## config.mk

```make
export PLATFORM = sky130hd
export DESIGN_NAME = token_lexer
export DESIGN_NICKNAME = d
export VERILOG_FILES = /design/src/hw/rtl/tlex_pkg.sv /design/src/hw/rtl/token_lexer.sv /design/src/hw/rtl/tlex_step.sv /design/src/hw/rtl/tlex_outq.sv
export VERILOG_INCLUDE_DIRS = /design/src /design/src/hw/rtl
export SDC_FILE = /design/constraint.sdc
export NUM_CORES = 1
export LEC_CHECK = 0
export ABC_CLOCK_PERIOD_IN_PS = 3900
export BUFFER_PORTS_ARGS = -buffer_cell sky130_fd_sc_hd__buf_2
export CAP_MARGIN = 20
export CELL_PAD_IN_SITES_DETAIL_PLACEMENT = 0
export CELL_PAD_IN_SITES_GLOBAL_PLACEMENT = 1
export CORE_UTILIZATION = 44
export CTS_CLUSTER_DIAMETER = 100
export DETAILED_ROUTE_END_ITERATION = 7
export GPL_TIMING_DRIVEN = 1
export PLACE_DENSITY_LB_ADDON = 0.15
export SLEW_MARGIN = 20
export SYNTH_ARGS = -nofsm -noshare
export SYNTH_HDL_FRONTEND = slang
export SYNTH_SLANG_ARGS = --single-unit
export TNS_END_PERCENT = 100
```

## constraint.sdc

```tcl
create_clock -name clk -period 3.9 [get_ports clk]
set_clock_uncertainty 0.15 [all_clocks]
set_input_delay 0.78 -clock clk [delete_from_list [all_inputs] [get_ports clk]]
set_output_delay 0.78 -clock clk [all_outputs]
set_load 0.05 [all_outputs]
```

## src/hw/rtl/token_lexer_assert.svh

```systemverilog
// ----------------------------------------------------------------------------
// token lexer assertion macros
// shared property shorthands for the lexer modules
// ----------------------------------------------------------------------------
`ifndef TOKEN_LEXER_ASSERT_SVH
`define TOKEN_LEXER_ASSERT_SVH

// same-cycle implication, disabled during reset
`define TLEX_ASSERT_NOW(label, clk, rst_n, ante, cons) \
  label: assert property (@(posedge clk) disable iff (!rst_n) (ante) |-> (cons)) \
    else $error("token lexer check failed");

// next-cycle implication, disabled during reset
`define TLEX_ASSERT_NEXT(label, clk, rst_n, ante, cons) \
  label: assert property (@(posedge clk) disable iff (!rst_n) (ante) |=> (cons)) \
    else $error("token lexer check failed");

`endif

```

## src/hw/rtl/tlex_pkg.sv

```systemverilog
// ----------------------------------------------------------------------------
// tlex_pkg
// shared types, codes and character classes of the token lexer
// ----------------------------------------------------------------------------
`default_nettype none

package tlex_pkg;

  // default position counter width
  localparam int POS_WIDTH_DEF = 16;

  // result queue depth (two tokens per character at most)
  localparam int QUEUE_DEPTH = 4;
  localparam int QPTR_W      = 2;
  localparam int QCNT_W      = 3;

  // scan modes
  localparam logic [2:0] MODE_IDLE  = 3'd0;
  localparam logic [2:0] MODE_IDENT = 3'd1;
  localparam logic [2:0] MODE_Q1    = 3'd2;
  localparam logic [2:0] MODE_QX    = 3'd3;
  localparam logic [2:0] MODE_QH1   = 3'd4;
  localparam logic [2:0] MODE_QH2   = 3'd5;
  localparam logic [2:0] MODE_QC    = 3'd6;
  localparam logic [2:0] MODE_DONE  = 3'd7;

  // token codes
  localparam logic [6:0] CODE_END   = 7'd0;
  localparam logic [6:0] CODE_ERR   = 7'd1;
  localparam logic [6:0] CODE_CHR   = 7'd2;
  localparam logic [6:0] CODE_IDENT = 7'd3;

  // characters with a special role
  localparam logic [7:0] CH_NUL   = 8'h00;
  localparam logic [7:0] CH_QUOTE = 8'h27;
  localparam logic [7:0] CH_X     = 8'h78;
  localparam logic [7:0] CH_BANG  = 8'h21;
  localparam logic [7:0] CH_TILDE = 8'h7E;
  localparam logic [7:0] CH_UNDER = 8'h5F;

  // one result token
  typedef struct packed {
    logic [6:0]  code;
    logic [15:0] start;
    logic [15:0] len;
    logic        last;
  } tlex_tok_t;

  // tokens produced by one character
  typedef struct packed {
    logic [1:0] num;
    tlex_tok_t  tok0;
    tlex_tok_t  tok1;
  } tlex_step_out_t;

  function automatic logic is_alpha(input logic [7:0] c);
    return (c >= 8'h41 && c <= 8'h5A) || (c >= 8'h61 && c <= 8'h7A);
  endfunction

  function automatic logic is_digit(input logic [7:0] c);
    return c >= 8'h30 && c <= 8'h39;
  endfunction

  function automatic logic is_hex(input logic [7:0] c);
    return is_digit(c) || (c >= 8'h61 && c <= 8'h66) || (c >= 8'h41 && c <= 8'h46);
  endfunction

  function automatic logic is_space(input logic [7:0] c);
    return c == 8'h20 || (c >= 8'h09 && c <= 8'h0D);
  endfunction

  function automatic logic is_punct(input logic [7:0] c);
    return c == 8'h3C || c == 8'h3E || c == 8'h3D || c == 8'h7B || c == 8'h7D ||
           c == 8'h28 || c == 8'h29 || c == 8'h5B || c == 8'h5D || c == 8'h2C ||
           c == 8'h24;
  endfunction

  function automatic logic is_ident_char(input logic [7:0] c);
    return is_alpha(c) || is_digit(c) || c == CH_UNDER;
  endfunction

endpackage

`default_nettype wire

```

## src/hw/rtl/token_lexer.sv

```systemverilog
// ----------------------------------------------------------------------------
// token_lexer
// streaming tokenizer, one source character per transfer
// ----------------------------------------------------------------------------
// Input channel in_valid/in_ready carries one character (in_char_in) per
// transfer; zero marks the end of the text. Output channel out_valid/
// out_ready carries tokens: code, start position, length and a flag on the
// last token caused by a character. A character gives zero, one or two
// tokens.
// An accepted character waits in an input register until the queue has
// room for two tokens; the scan logic then writes its tokens into a
// four-entry result queue, whose head is offered on the output channel.
// Throughput is one character per cycle while the queue drains one token
// per cycle; a character that ends an identifier and opens a punctuation,
// end or error token yields two tokens, and the single output port then
// sets the pace. The input register advances only while the queue has
// room for two. When the receiver stalls, tokens wait in the queue and
// the input channel stops once the queue lacks room for two tokens.
// Reset clears the scan state, the position counter and the queue. After
// an end or error token characters are still taken but produce nothing
// until reset.
// ----------------------------------------------------------------------------
`default_nettype none

module token_lexer #(
  parameter int POS_WIDTH = tlex_pkg::POS_WIDTH_DEF
) (
  input  wire logic        clk,
  input  wire logic        rst_n,
  input  wire logic        in_valid,
  output logic             in_ready,
  input  wire logic [7:0]  in_char_in,
  output logic             out_valid,
  input  wire logic        out_ready,
  output logic [6:0]       out_token_code,
  output logic [15:0]      out_token_start,
  output logic [15:0]      out_token_length,
  output logic             out_last_of_run
);

  logic                     in_vld_r;
  logic [7:0]               char_r;
  logic                     room2;
  logic                     go;
  tlex_pkg::tlex_step_out_t step_out;
  tlex_pkg::tlex_tok_t      head;

  // input register
  assign go       = in_vld_r && room2;
  assign in_ready = !in_vld_r || go;

  always_ff @(posedge clk) begin
    if (!rst_n) begin
      in_vld_r <= 1'b0;
    end else if (in_ready) begin
      in_vld_r <= in_valid;
    end
  end

  always_ff @(posedge clk) begin
    if (in_ready && in_valid) begin
      char_r <= in_char_in;
    end
  end

  // scan logic
  tlex_step #(
    .POS_WIDTH(POS_WIDTH)
  ) u_step (
    .clk      (clk),
    .rst_n    (rst_n),
    .go       (go),
    .char_in  (char_r),
    .step_out (step_out)
  );

  // result queue
  tlex_outq u_outq (
    .clk       (clk),
    .rst_n     (rst_n),
    .push      (step_out),
    .room2     (room2),
    .out_valid (out_valid),
    .out_ready (out_ready),
    .head      (head)
  );

  assign out_token_code   = head.code;
  assign out_token_start  = head.start;
  assign out_token_length = head.len;
  assign out_last_of_run  = head.last;

endmodule

`default_nettype wire

```

## src/hw/rtl/tlex_step.sv

```systemverilog
// ----------------------------------------------------------------------------
// tlex_step
// scan state registers and the per-character token decision
// ----------------------------------------------------------------------------
`default_nettype none

`include "token_lexer_assert.svh"

module tlex_step #(
  parameter int POS_WIDTH = tlex_pkg::POS_WIDTH_DEF
) (
  input  wire logic                     clk,
  input  wire logic                     rst_n,
  input  wire logic                     go,
  input  wire logic [7:0]               char_in,
  output tlex_pkg::tlex_step_out_t      step_out
);

  localparam int EXT_W = (POS_WIDTH > 16) ? POS_WIDTH : 16;

  logic [2:0]           mode_r, mode_nxt;
  logic [POS_WIDTH-1:0] pos_r, pos_nxt;
  logic [POS_WIDTH-1:0] begin_r, begin_nxt;
  logic [15:0]          cnt_r, cnt_nxt;

  // saturate a position into the 16-bit start field
  function automatic logic [15:0] sat16(input logic [POS_WIDTH-1:0] p);
    logic [EXT_W-1:0] ext;
    ext = EXT_W'(p);
    return (ext > EXT_W'(17'h0FFFF)) ? 16'hFFFF : ext[15:0];
  endfunction

  // saturating position increment
  function automatic logic [POS_WIDTH-1:0] pinc(input logic [POS_WIDTH-1:0] p);
    return (&p) ? p : p + POS_WIDTH'(1);
  endfunction

  // decision for a character that opens a new token
  logic             st_emit;
  tlex_pkg::tlex_tok_t st_tok;
  logic [2:0]       st_mode;
  logic             st_mark;
  logic             st_ident;

  always_comb begin
    st_emit       = 1'b0;
    st_mark       = 1'b0;
    st_ident      = 1'b0;
    st_mode       = tlex_pkg::MODE_IDLE;
    st_tok.code   = tlex_pkg::CODE_ERR;
    st_tok.start  = sat16(pos_r);
    st_tok.len    = 16'd1;
    st_tok.last   = 1'b0;
    if (tlex_pkg::is_space(char_in)) begin
      st_mode = tlex_pkg::MODE_IDLE;
    end else if (char_in == tlex_pkg::CH_NUL) begin
      st_emit     = 1'b1;
      st_tok.code = tlex_pkg::CODE_END;
      st_mode     = tlex_pkg::MODE_DONE;
    end else if (tlex_pkg::is_punct(char_in)) begin
      st_emit     = 1'b1;
      st_tok.code = char_in[6:0];
    end else if (char_in == tlex_pkg::CH_QUOTE) begin
      st_mark = 1'b1;
      st_mode = tlex_pkg::MODE_Q1;
    end else if (tlex_pkg::is_alpha(char_in) || char_in == tlex_pkg::CH_UNDER) begin
      st_mark  = 1'b1;
      st_ident = 1'b1;
      st_mode  = tlex_pkg::MODE_IDENT;
    end else begin
      st_emit     = 1'b1;
      st_tok.code = tlex_pkg::CODE_ERR;
      st_mode     = tlex_pkg::MODE_DONE;
    end
  end

  // quote error and immediate tokens
  tlex_pkg::tlex_tok_t qerr_tok, imm_tok;

  always_comb begin
    qerr_tok.code  = tlex_pkg::CODE_ERR;
    qerr_tok.start = sat16(begin_r);
    qerr_tok.len   = 16'd1;
    qerr_tok.last  = 1'b0;
    imm_tok.code   = tlex_pkg::CODE_CHR;
    imm_tok.start  = sat16(pinc(begin_r));
    imm_tok.len    = (mode_r == tlex_pkg::MODE_QH2) ? 16'd3 : 16'd1;
    imm_tok.last   = 1'b0;
  end

  // mode transition and token selection
  logic [1:0]          num;
  tlex_pkg::tlex_tok_t t0, t1;

  always_comb begin
    mode_nxt  = mode_r;
    begin_nxt = begin_r;
    cnt_nxt   = cnt_r;
    pos_nxt   = pinc(pos_r);
    num       = 2'd0;
    t0        = st_tok;
    t1        = st_tok;
    case (mode_r)
      tlex_pkg::MODE_DONE: begin
        pos_nxt = pos_r;
      end
      tlex_pkg::MODE_IDLE: begin
        mode_nxt = st_mode;
        if (st_mark) begin
          begin_nxt = pos_r;
        end
        if (st_ident) begin
          cnt_nxt = 16'd1;
        end
        num = {1'b0, st_emit};
      end
      tlex_pkg::MODE_IDENT: begin
        if (tlex_pkg::is_ident_char(char_in)) begin
          if (cnt_r != 16'hFFFF) begin
            cnt_nxt = cnt_r + 16'd1;
          end
        end else begin
          t0.code  = tlex_pkg::CODE_IDENT;
          t0.start = sat16(begin_r);
          t0.len   = cnt_r;
          mode_nxt = st_mode;
          if (st_mark) begin
            begin_nxt = pos_r;
          end
          if (st_ident) begin
            cnt_nxt = 16'd1;
          end
          num = st_emit ? 2'd2 : 2'd1;
        end
      end
      tlex_pkg::MODE_Q1: begin
        if (char_in == tlex_pkg::CH_X) begin
          mode_nxt = tlex_pkg::MODE_QX;
        end else if (char_in >= tlex_pkg::CH_BANG && char_in <= tlex_pkg::CH_TILDE) begin
          mode_nxt = tlex_pkg::MODE_QC;
        end else begin
          t0       = qerr_tok;
          num      = 2'd1;
          mode_nxt = tlex_pkg::MODE_DONE;
        end
      end
      tlex_pkg::MODE_QX: begin
        if (char_in == tlex_pkg::CH_QUOTE) begin
          t0       = imm_tok;
          num      = 2'd1;
          mode_nxt = tlex_pkg::MODE_IDLE;
        end else if (tlex_pkg::is_hex(char_in)) begin
          mode_nxt = tlex_pkg::MODE_QH1;
        end else begin
          t0       = qerr_tok;
          num      = 2'd1;
          mode_nxt = tlex_pkg::MODE_DONE;
        end
      end
      tlex_pkg::MODE_QH1: begin
        if (tlex_pkg::is_hex(char_in)) begin
          mode_nxt = tlex_pkg::MODE_QH2;
        end else begin
          t0       = qerr_tok;
          num      = 2'd1;
          mode_nxt = tlex_pkg::MODE_DONE;
        end
      end
      tlex_pkg::MODE_QH2, tlex_pkg::MODE_QC: begin
        if (char_in == tlex_pkg::CH_QUOTE) begin
          t0       = imm_tok;
          num      = 2'd1;
          mode_nxt = tlex_pkg::MODE_IDLE;
        end else begin
          t0       = qerr_tok;
          num      = 2'd1;
          mode_nxt = tlex_pkg::MODE_DONE;
        end
      end
      default: begin
        mode_nxt = tlex_pkg::MODE_DONE;
        pos_nxt  = pos_r;
      end
    endcase
  end

  // last-of-run flags
  always_comb begin
    step_out.num       = go ? num : 2'd0;
    step_out.tok0      = t0;
    step_out.tok1      = t1;
    step_out.tok0.last = (num == 2'd1);
    step_out.tok1.last = 1'b1;
  end

  // scan state
  always_ff @(posedge clk) begin
    if (!rst_n) begin
      mode_r  <= tlex_pkg::MODE_IDLE;
      pos_r   <= '0;
      begin_r <= '0;
      cnt_r   <= '0;
    end else if (go) begin
      mode_r  <= mode_nxt;
      pos_r   <= pos_nxt;
      begin_r <= begin_nxt;
      cnt_r   <= cnt_nxt;
    end
  end

  // checks
  `TLEX_ASSERT_NEXT(a_done_holds, clk, rst_n, mode_r == tlex_pkg::MODE_DONE,
    mode_r == tlex_pkg::MODE_DONE && $stable(pos_r))
  `TLEX_ASSERT_NOW(a_two_only_ident, clk, rst_n, step_out.num == 2'd2,
    mode_r == tlex_pkg::MODE_IDENT)
  `TLEX_ASSERT_NOW(a_final_token_ends, clk, rst_n,
    go && (st_emit && (mode_r == tlex_pkg::MODE_IDLE) && st_mode == tlex_pkg::MODE_DONE),
    step_out.num == 2'd1 && mode_nxt == tlex_pkg::MODE_DONE)

endmodule

`default_nettype wire

```

## src/hw/rtl/tlex_outq.sv

```systemverilog
// ----------------------------------------------------------------------------
// tlex_outq
// small result queue taking up to two tokens a cycle, giving one while out_ready is high
// ----------------------------------------------------------------------------
`default_nettype none

`include "token_lexer_assert.svh"

module tlex_outq (
  input  wire logic                   clk,
  input  wire logic                   rst_n,
  input  wire tlex_pkg::tlex_step_out_t push,
  output logic                        room2,
  output logic                        out_valid,
  input  wire logic                   out_ready,
  output tlex_pkg::tlex_tok_t         head
);

  tlex_pkg::tlex_tok_t mem_r [tlex_pkg::QUEUE_DEPTH];

  logic [tlex_pkg::QPTR_W-1:0] wp_r, wp_nxt;
  logic [tlex_pkg::QPTR_W-1:0] rp_r, rp_nxt;
  logic [tlex_pkg::QCNT_W-1:0] cnt_r, cnt_nxt;
  logic                        pop;
  logic [tlex_pkg::QPTR_W-1:0] wp1;

  assign out_valid = (cnt_r != '0);
  assign pop       = out_valid && out_ready;
  assign head      = mem_r[rp_r];
  assign room2     = (cnt_r <= tlex_pkg::QCNT_W'(tlex_pkg::QUEUE_DEPTH - 2));
  assign wp1       = wp_r + tlex_pkg::QPTR_W'(1);

  // pointer and fill count update
  always_comb begin
    wp_nxt  = wp_r + tlex_pkg::QPTR_W'(push.num);
    rp_nxt  = pop ? rp_r + tlex_pkg::QPTR_W'(1) : rp_r;
    cnt_nxt = cnt_r + tlex_pkg::QCNT_W'(push.num) - tlex_pkg::QCNT_W'(pop);
  end

  always_ff @(posedge clk) begin
    if (!rst_n) begin
      wp_r  <= '0;
      rp_r  <= '0;
      cnt_r <= '0;
    end else begin
      wp_r  <= wp_nxt;
      rp_r  <= rp_nxt;
      cnt_r <= cnt_nxt;
    end
  end

  // token storage
  always_ff @(posedge clk) begin
    if (push.num != 2'd0) begin
      mem_r[wp_r] <= push.tok0;
    end
    if (push.num == 2'd2) begin
      mem_r[wp1] <= push.tok1;
    end
  end

  // checks
  `TLEX_ASSERT_NOW(a_push_has_room, clk, rst_n, push.num != 2'd0, room2)
  `TLEX_ASSERT_NOW(a_fill_bound, clk, rst_n, 1'b1,
    cnt_r <= tlex_pkg::QCNT_W'(tlex_pkg::QUEUE_DEPTH))

endmodule

`default_nettype wire
```

# Word level (Yosys, flattened, before mapping)
# Memory sizes are Yosys's and may differ from the RTL's. A register that Yosys moved wholly into a read port is not among the register bits.
# Cells that the tools add are included.
op_classes:
  n_addsub: 8
  multipliers: 0
  n_div: 0
  magnitude_cmp: 16
  eq_ne: 27
  n_shift: 0
  muxes: 63
  bitwise: 2
  n_reduce_logical: 42
ops:
  columns: ["cell", "n"]
  rows:
  - ["$pmux W39 S5", 1]
  - ["$mux W40", 4]
  - ["$mux W16", 9]
  - ["$eq A8 B6 Y1 const B", 9]
  - ["$pmux W16 S2", 2]
  - ["$add A16 B1 Y16 const B", 3]
  - ["$eq A8 B7 Y1 const B", 6]
  - ["$gt A16 B16 Y1 const B", 3]
  - ["$le A8 B7 Y1 const B", 5]
  - ["$mux W39", 1]
  - ["$mux W35", 1]
  - ["$reduce_and A16 Y1", 2]
  - ["$mux W3", 9]
  - ["$mux W1", 21]
  - ["$mux W7", 3]
  - ["$mux W2", 10]
  - ["$logic_or A1 B1 Y1", 18]
  - ["$pmux W3 S6", 1]
  - ["$ge A8 B6 Y1 const B", 2]
  - ["$ge A8 B7 Y1 const B", 2]
  - ["$ne A16 B16 Y1 const B", 1]
  - ["$eq A3 B3 Y1 const B", 4]
  - ["$pmux W2 S6", 1]
  - ["$reduce_and A3 Y1", 4]
  - ["23 further kinds", 36]
word_totals:
  regBits: 67
  latchBits: 0
  mem_bits_rw: 160
  rom_bits: 0
  in_bits: 12
  out_inout_bits: 42
  mem_count: 1
memory_table:
  columns: ["memory", "words", "width", "rd", "rd_ports_with_merged_regs", "wr", "line_no", "rtl"]
  rows:
  - ["u_outq.mem_r", 4, 40, 1, 1, 2, "tlex_outq.sv:19", "tlex_pkg::tlex_tok_t mem_r [tlex_pkg::QUEUE_DEPTH];"]

# Logic depth before layout (Yosys ltp)
logic_depth:
  ltp_word: 21
  ltp_mapped: 15
  depth_no_buf: 14

# By module
# A second synthesis with hierarchy kept.
unflattened:
  hier_cells: 992
  area_unflattened_um2: 12625.9
modules_own_cells:
  columns: ["mod", "instances", "cells_per_inst", "area_each_um2"]
  rows:
  - ["tlex_outq", 1, 437, 8260.4]
  - ["tlex_step", 1, 541, 4060.1]
  - ["token_lexer", 1, 14, 305.3]

# Worst setup path after synthesis
# OpenSTA, ideal clock, no wires.
synth_path:
  path_kind: "register -> register"
  start: "reg char_r[6]"
  end: "reg u_outq.cnt_r[2] (netlist name)"
  setup_ns: 0.115
  arrival_ns: 3.439
  path_slack_ns: 0.197
  stages_incl_launch_ff: 15
  path_cell_list: "edfxtp_1 > or4b_4 > or3_1 > o21ai_1 > nor3b_1 > a21oi_2 > inv_1 > ha_1 > inv_1 > ha_1 > inv_1 > fa_1 > xor2_1 > xnor2_1 > and2_1"
synth_between:
  elab_chain_cells: 20
synth_rtl:
  columns: ["item", "line_no", "rtl"]
  rows:
  - ["start, declared", "token_lexer.sv:42", "logic [7:0] char_r;"]
  - ["start signal, assigned", "token_lexer.sv:62", "char_r <= in_char_in;"]
  - ["branches (longest 16 deep; another with $ge A8 B7 Y1)", null, null]
  - ["$pmux W2 S6 *", "tlex_step.sv:103", "case (mode_r)"]
  - ["$mux W2 *", "tlex_step.sv:189", "step_out.num = go ? num : 2'd0;"]
  - ["$add A3 B2 Y3 *", "tlex_outq.sv:37", "cnt_nxt = cnt_r + tlex_pkg::QCNT_W'(push.num) - tlex_pkg::QCNT_W'(pop);"]
  - ["$sub A3 B1 Y3 *", "tlex_outq.sv:37", null]
  - ["end signal, assigned", "tlex_outq.sv:48", "cnt_r <= cnt_nxt;"]
  - ["end, declared", "tlex_outq.sv:23", "logic [tlex_pkg::QCNT_W-1:0] cnt_r, cnt_nxt;"]
# Every way passes the cells marked *.
# A chain may end at the register's enable or synchronous reset.

# Final worst setup path
layout_path:
  start: "reg char_r[1]"
  end: "reg u_outq.cnt_r[2] (netlist name)"
# Same word-level chain as after synthesis.

==> metrics.txt <==
# TYPE chip_impl_metric gauge
chip_impl_metric{name="crit_required",unit="ps"} 4180
chip_impl_metric{name="global_route_wire_length_before_repair",unit="mm"} 50.4
chip_impl_metric{name="placed_cell_area",unit="sq mm"} 0.0122
chip_impl_metric{name="fin_ws",unit="ps"} 222
chip_impl_metric{name="ys_seq_area_share",unit="%"} 49.1
chip_impl_metric{name="max-vdd-ir-drop",unit="uV"} 468
chip_impl_metric{name="timing.slew.headroom",unit="%"} 25.7
chip_impl_info{name="rr_endpoint",value="u_outq.cnt_r[2]"} 1
chip_impl_metric{name="ios",unit=""} 54
chip_impl_info{name="synth.cells.most_frequent",value="sky130_fd_sc_hd__dfxtp_1, sky130_fd_sc_hd__o21ai_0, sky130_fd_sc_hd__edfxtp_1, sky130_fd_sc_hd__nand2_1, sky130_fd_sc_hd__nand3_1"} 1
chip_impl_info{name="result_of_the_run",value="finished clean"} 1
chip_impl_metric{name="place.gp.congestion",unit=""} 0.905
chip_impl_metric{name="wire_per_inst",unit="microns"} 21.1
chip_impl_metric{name="cellInternalPower",unit="mW"} 4.88
chip_impl_metric{name="layout_worst_path_cycle_share",unit="%"} 94.3
chip_impl_info{name="combinational_family_with_the_most_area_after_synthesis",value="compound AO/OA/AOI/OAI gates"} 1
chip_impl_metric{name="fp.coreArea",unit="sq mm"} 0.0253
chip_impl_metric{name="postRouteWirelength",unit="mm"} 31.9
chip_impl_metric{name="p_per_area",unit="mW/mm^2"} 546
chip_impl_metric{name="postRouteAntennaNets",unit=""} 0
chip_impl_info{name="yosysMostFrequentCell",value="sky130_fd_sc_hd__dfxtp_1"} 1
chip_impl_metric{name="synthesized_instance_count",unit=""} 1108
chip_impl_info{name="crit_path_end_kind",value="flop"} 1
chip_impl_metric{name="hold_viol",unit=""} 0
chip_impl_metric{name="drc",unit=""} 0
chip_impl_metric{name="cts_made_buffers",unit=""} 26
chip_impl_metric{name="final_net_count",unit=""} 1181
chip_impl_metric{name="synth_fa_ha_area_share",unit="%"} 0.946
chip_impl_metric{name="placement.io_buffers",unit=""} 53
chip_impl_metric{name="leakage",unit="nW"} 4.46
chip_impl_metric{name="timing.critical_path.slowest_cell_delay",unit="ps"} 490
chip_impl_info{name="worst_setup_path_endpoint",value="u_outq.cnt_r[2]"} 1
chip_impl_info{name="timing.hold.worst.class",value="in2reg"} 1
chip_impl_metric{name="std_cell_rows",unit=""} 58
chip_impl_metric{name="netSwitchingPower",unit="mW"} 2.31
chip_impl_metric{name="clk_path_buf_depth",unit=""} 3
chip_impl_metric{name="initial_antenna_violation_count",unit=""} 1
chip_impl_info{name="startpoint_type",value="flop"} 1
chip_impl_metric{name="post_synth_and_or_nand_nor_area_fraction",unit="%"} 17.5
chip_impl_info{name="tritoncts_clock_tree",value="built"} 1
chip_impl_metric{name="final_cell_count_without_fillers",unit=""} 1511
chip_impl_metric{name="ys.warnings.count",unit=""} 0
chip_impl_metric{name="synthesis.nets",unit=""} 1128
chip_impl_info{name="timing.critical_path.from",value="char_r[1]"} 1
chip_impl_metric{name="setup_tns",unit="ps"} 0
chip_impl_metric{name="via_count",unit=""} 8988
chip_impl_metric{name="synth_cell_type_count",unit=""} 78
chip_impl_metric{name="cts.sink_count",unit=""} 229
chip_impl_metric{name="first_global_vias",unit=""} 8642
chip_impl_metric{name="area_fraction_in_compound_gates_after_synthesis",unit="%"} 18.0
chip_impl_metric{name="synth.area.mux_share",unit="%"} 9.42
chip_impl_metric{name="max_capacitance_violation_count",unit=""} 0
chip_impl_metric{name="post-route-util",unit="%"} 52.2
chip_impl_metric{name="synth_top_area_share",unit="%"} 26.4
chip_impl_metric{name="critPathMaxFanout",unit=""} 13
chip_impl_metric{name="synthesis.area",unit="sq mm"} 0.0114
chip_impl_metric{name="slew_violations",unit=""} 0
chip_impl_metric{name="detail_route.first_pass.iterations",unit=""} 5
chip_impl_info{name="cp_cell_sequence",value="buf_4 -> nor3_2 -> a21oi_1 -> buf_4 -> a21oi_1 -> and4_1 -> inv_1 -> ha_1 -> fa_1 -> xor2_1 -> xnor2_1 -> and2_1"} 1
chip_impl_metric{name="synth_edf_count",unit=""} 100
chip_impl_metric{name="grt.overflow.total",unit=""} 0
chip_impl_metric{name="vias_per_cell",unit=""} 5.95
chip_impl_metric{name="synth_xor_xnor_area_share",unit="%"} 1.46
chip_impl_metric{name="layout_cells_sized_above_1",unit="%"} 19.0
chip_impl_metric{name="p_comb_share",unit="%"} 24.7
chip_impl_metric{name="hpwlAfterDp",unit="mm"} 21.4
chip_impl_metric{name="dpl.cell_count",unit=""} 1462
chip_impl_info{name="netlist.top_cell.by_area",value="sky130_fd_sc_hd__edfxtp_1"} 1
chip_impl_metric{name="detail_route.iter0.violations",unit=""} 840
chip_impl_metric{name="max_slew.worst_pin.slew",unit="ps"} 1100
chip_impl_metric{name="clockPowerShare",unit="%"} 36.9
chip_impl_metric{name="globalRouteTotalUtil",unit="%"} 24.6
chip_impl_metric{name="async_flop_share",unit="%"} 0
chip_impl_info{name="cp_max_stage_cell",value="sky130_fd_sc_hd__nor3_2"} 1
chip_impl_metric{name="cts.reportedPaths.clkPinSlew",unit="ps"} 60
chip_impl_metric{name="share_seq_of_total_power",unit="%"} 38.4
chip_impl_metric{name="ff_to_ff_setup_slack",unit="ps"} 220
chip_impl_metric{name="die_height",unit="microns"} 163
chip_impl_info{name="cts_root_buffer",value="sky130_fd_sc_hd__clkbuf_16"} 1
chip_impl_metric{name="fmax",unit="GHz"} 0.272
chip_impl_metric{name="crit_arrival",unit="ps"} 3960
chip_impl_info{name="timing_worst_setup_path_type",value="reg2reg"} 1
chip_impl_metric{name="synth.avg_cell_area",unit="sq um"} 10.3
chip_impl_info{name="r2r-start",value="char_r[1]"} 1
chip_impl_metric{name="htreeDepth",unit=""} 1
chip_impl_info{name="top_post_synthesis_cells_by_area",value="sky130_fd_sc_hd__edfxtp_1, sky130_fd_sc_hd__dfxtp_1, sky130_fd_sc_hd__mux4_2"} 1
chip_impl_metric{name="worst_r2r_path_depth",unit=""} 12
chip_impl_metric{name="final.min_clock_period",unit="ps"} 3680
chip_impl_metric{name="hold_ws",unit="ps"} 266
chip_impl_info{name="ys_flop_type",value="sky130_fd_sc_hd__dfxtp_1"} 1
chip_impl_metric{name="dieArea",unit="sq mm"} 0.0265
chip_impl_metric{name="grt_max_degree",unit=""} 61
chip_impl_metric{name="cts.hold.buffers_added",unit=""} 0
chip_impl_metric{name="die-width",unit="microns"} 163
chip_impl_metric{name="layout-area-overhead-vs-synth",unit="%"} 15.9
chip_impl_metric{name="setup_viol",unit=""} 0
chip_impl_metric{name="layout.cell_area.non_filler",unit="sq mm"} 0.0132
chip_impl_metric{name="start_util",unit="%"} 45.0
chip_impl_metric{name="place_worst_setup_slack",unit="ps"} 143
chip_impl_metric{name="total_power",unit="mW"} 7.19
chip_impl_metric{name="antennaDiodeCount",unit=""} 0
chip_impl_metric{name="yosys_register_bits",unit=""} 229
chip_impl_metric{name="switching_part_of_the_total_power",unit="%"} 32.1
chip_impl_metric{name="worst_skew_pair.late_latency",unit="ps"} 540
-- power groups by stage --
stage | clock, mW | sequential, mW | combinational [mW]
detailed placement | 0 | 2.82 | 1.78
CTS | 2.70 | 2.76 | 1.78
global placement | 0 | 2.81 | 1.77
floorplan | 0 | 2.73 | 1.36
finish | 2.65 | 2.76 | 1.78
global route | 2.78 | 2.78 | 1.90
-- kinds of logic after synthesis --
family | count (synthesis)
buf+inv | 101
simple gates | 386
mux | 57
flops | 229
xor+xnor | 19
fa+ha+maj | 8
compound gates | 308
-- state kept, by name, indices dropped and copies added (netlist names), named ones only --
register	flops
u_outq.rp_r	2
u_outq.mem_r	160
in_vld_r	1
u_outq.cnt_r	3
u_step.begin_r	16
u_outq.wp_r	2
char_r	8
u_step.pos_r	16
u_step.mode_r	3
u_step.cnt_r	16
-- cell usage in the layout (no fill, tap or decap), types with 9 or more instances in the layout --
| cell type | count |
|---|---|
| sky130_fd_sc_hd__a31oi_1 | 9 |
| sky130_fd_sc_hd__clkbuf_16 | 28 |
| sky130_fd_sc_hd__buf_4 | 56 |
| sky130_fd_sc_hd__mux4_2 | 40 |
| sky130_fd_sc_hd__nor3_1 | 14 |
| sky130_fd_sc_hd__and2_1 | 30 |
| sky130_fd_sc_hd__a21oi_1 | 31 |
| sky130_fd_sc_hd__o22ai_1 | 14 |
| sky130_fd_sc_hd__mux2i_1 | 17 |
| sky130_fd_sc_hd__o21ai_0 | 119 |
| sky130_fd_sc_hd__nor2b_1 | 28 |
| sky130_fd_sc_hd__o21a_1 | 10 |
| sky130_fd_sc_hd__xnor2_1 | 15 |
| sky130_fd_sc_hd__nand3_1 | 83 |
| sky130_fd_sc_hd__edfxtp_1 | 100 |
| sky130_fd_sc_hd__and3_1 | 9 |
| sky130_fd_sc_hd__nand4_1 | 13 |
| sky130_fd_sc_hd__nor2_1 | 59 |
| sky130_fd_sc_hd__dfxtp_1 | 127 |
| sky130_fd_sc_hd__nand2_1 | 96 |
| sky130_fd_sc_hd__inv_1 | 15 |
| sky130_fd_sc_hd__or3_1 | 9 |
| sky130_fd_sc_hd__a21boi_0 | 15 |
| sky130_fd_sc_hd__buf_2 | 53 |
| sky130_fd_sc_hd__a22o_1 | 32 |
-- layout make-up --
cell class | instances | area (sq um)
clock buffer | 40 | 821
clock inverter | 8 | 126
fill | 2332 | 12100
inverter | 15 | 56.3
multi-input combinational | 778 | 5440
sequential | 229 | 5590
tap | 330 | 413
timing repair buffer | 111 | 726
-- critical path: cells and delay by family, from the launching register on --
family	cells	cell delay [ps]
and+or+nand+nor	3	910
buffers and inverters	3	600
xor gates and xnor gates	2	280
adders and majority gates	2	780
DFF	1	380
AOI/OAI and AO/OA	2	480
-- worst min-delay path by stage --
stage	startpoint	end	slack (ps)	cells after the start
finish	in_char_in[4]	char_r[4]	270	1
global route	in_char_in[4]	char_r[4]	250	1
CTS	in_char_in[4]	char_r[4]	250	1
detailed placement	u_outq.mem_r[3][0]	u_outq.mem_r[3][0]	310	2
global placement	u_outq.mem_r[1][10]	u_outq.mem_r[1][10]	300	2
floorplan	u_outq.mem_r[3][0]	u_outq.mem_r[3][0]	280	2
-- what timing repair did --
action / 4_1_cts / 5_1_grt
setup buffers: 0 / 1
endpoints found under the setup margin: 0 / 1
gates resized for setup: 0 / 3
-- routing by layer --
layer  track usage, %  vias to the layer above  share of wire [%]
li1                 -                     4281                  -
met1             35.9                     4347                 48
met2             38.0                      313                 44
met3             4.61                       47                6.6
met4             4.97                        0                1.9
met5                0                        -                  0
No activity file was read; power rests on OpenSTA's default activity.
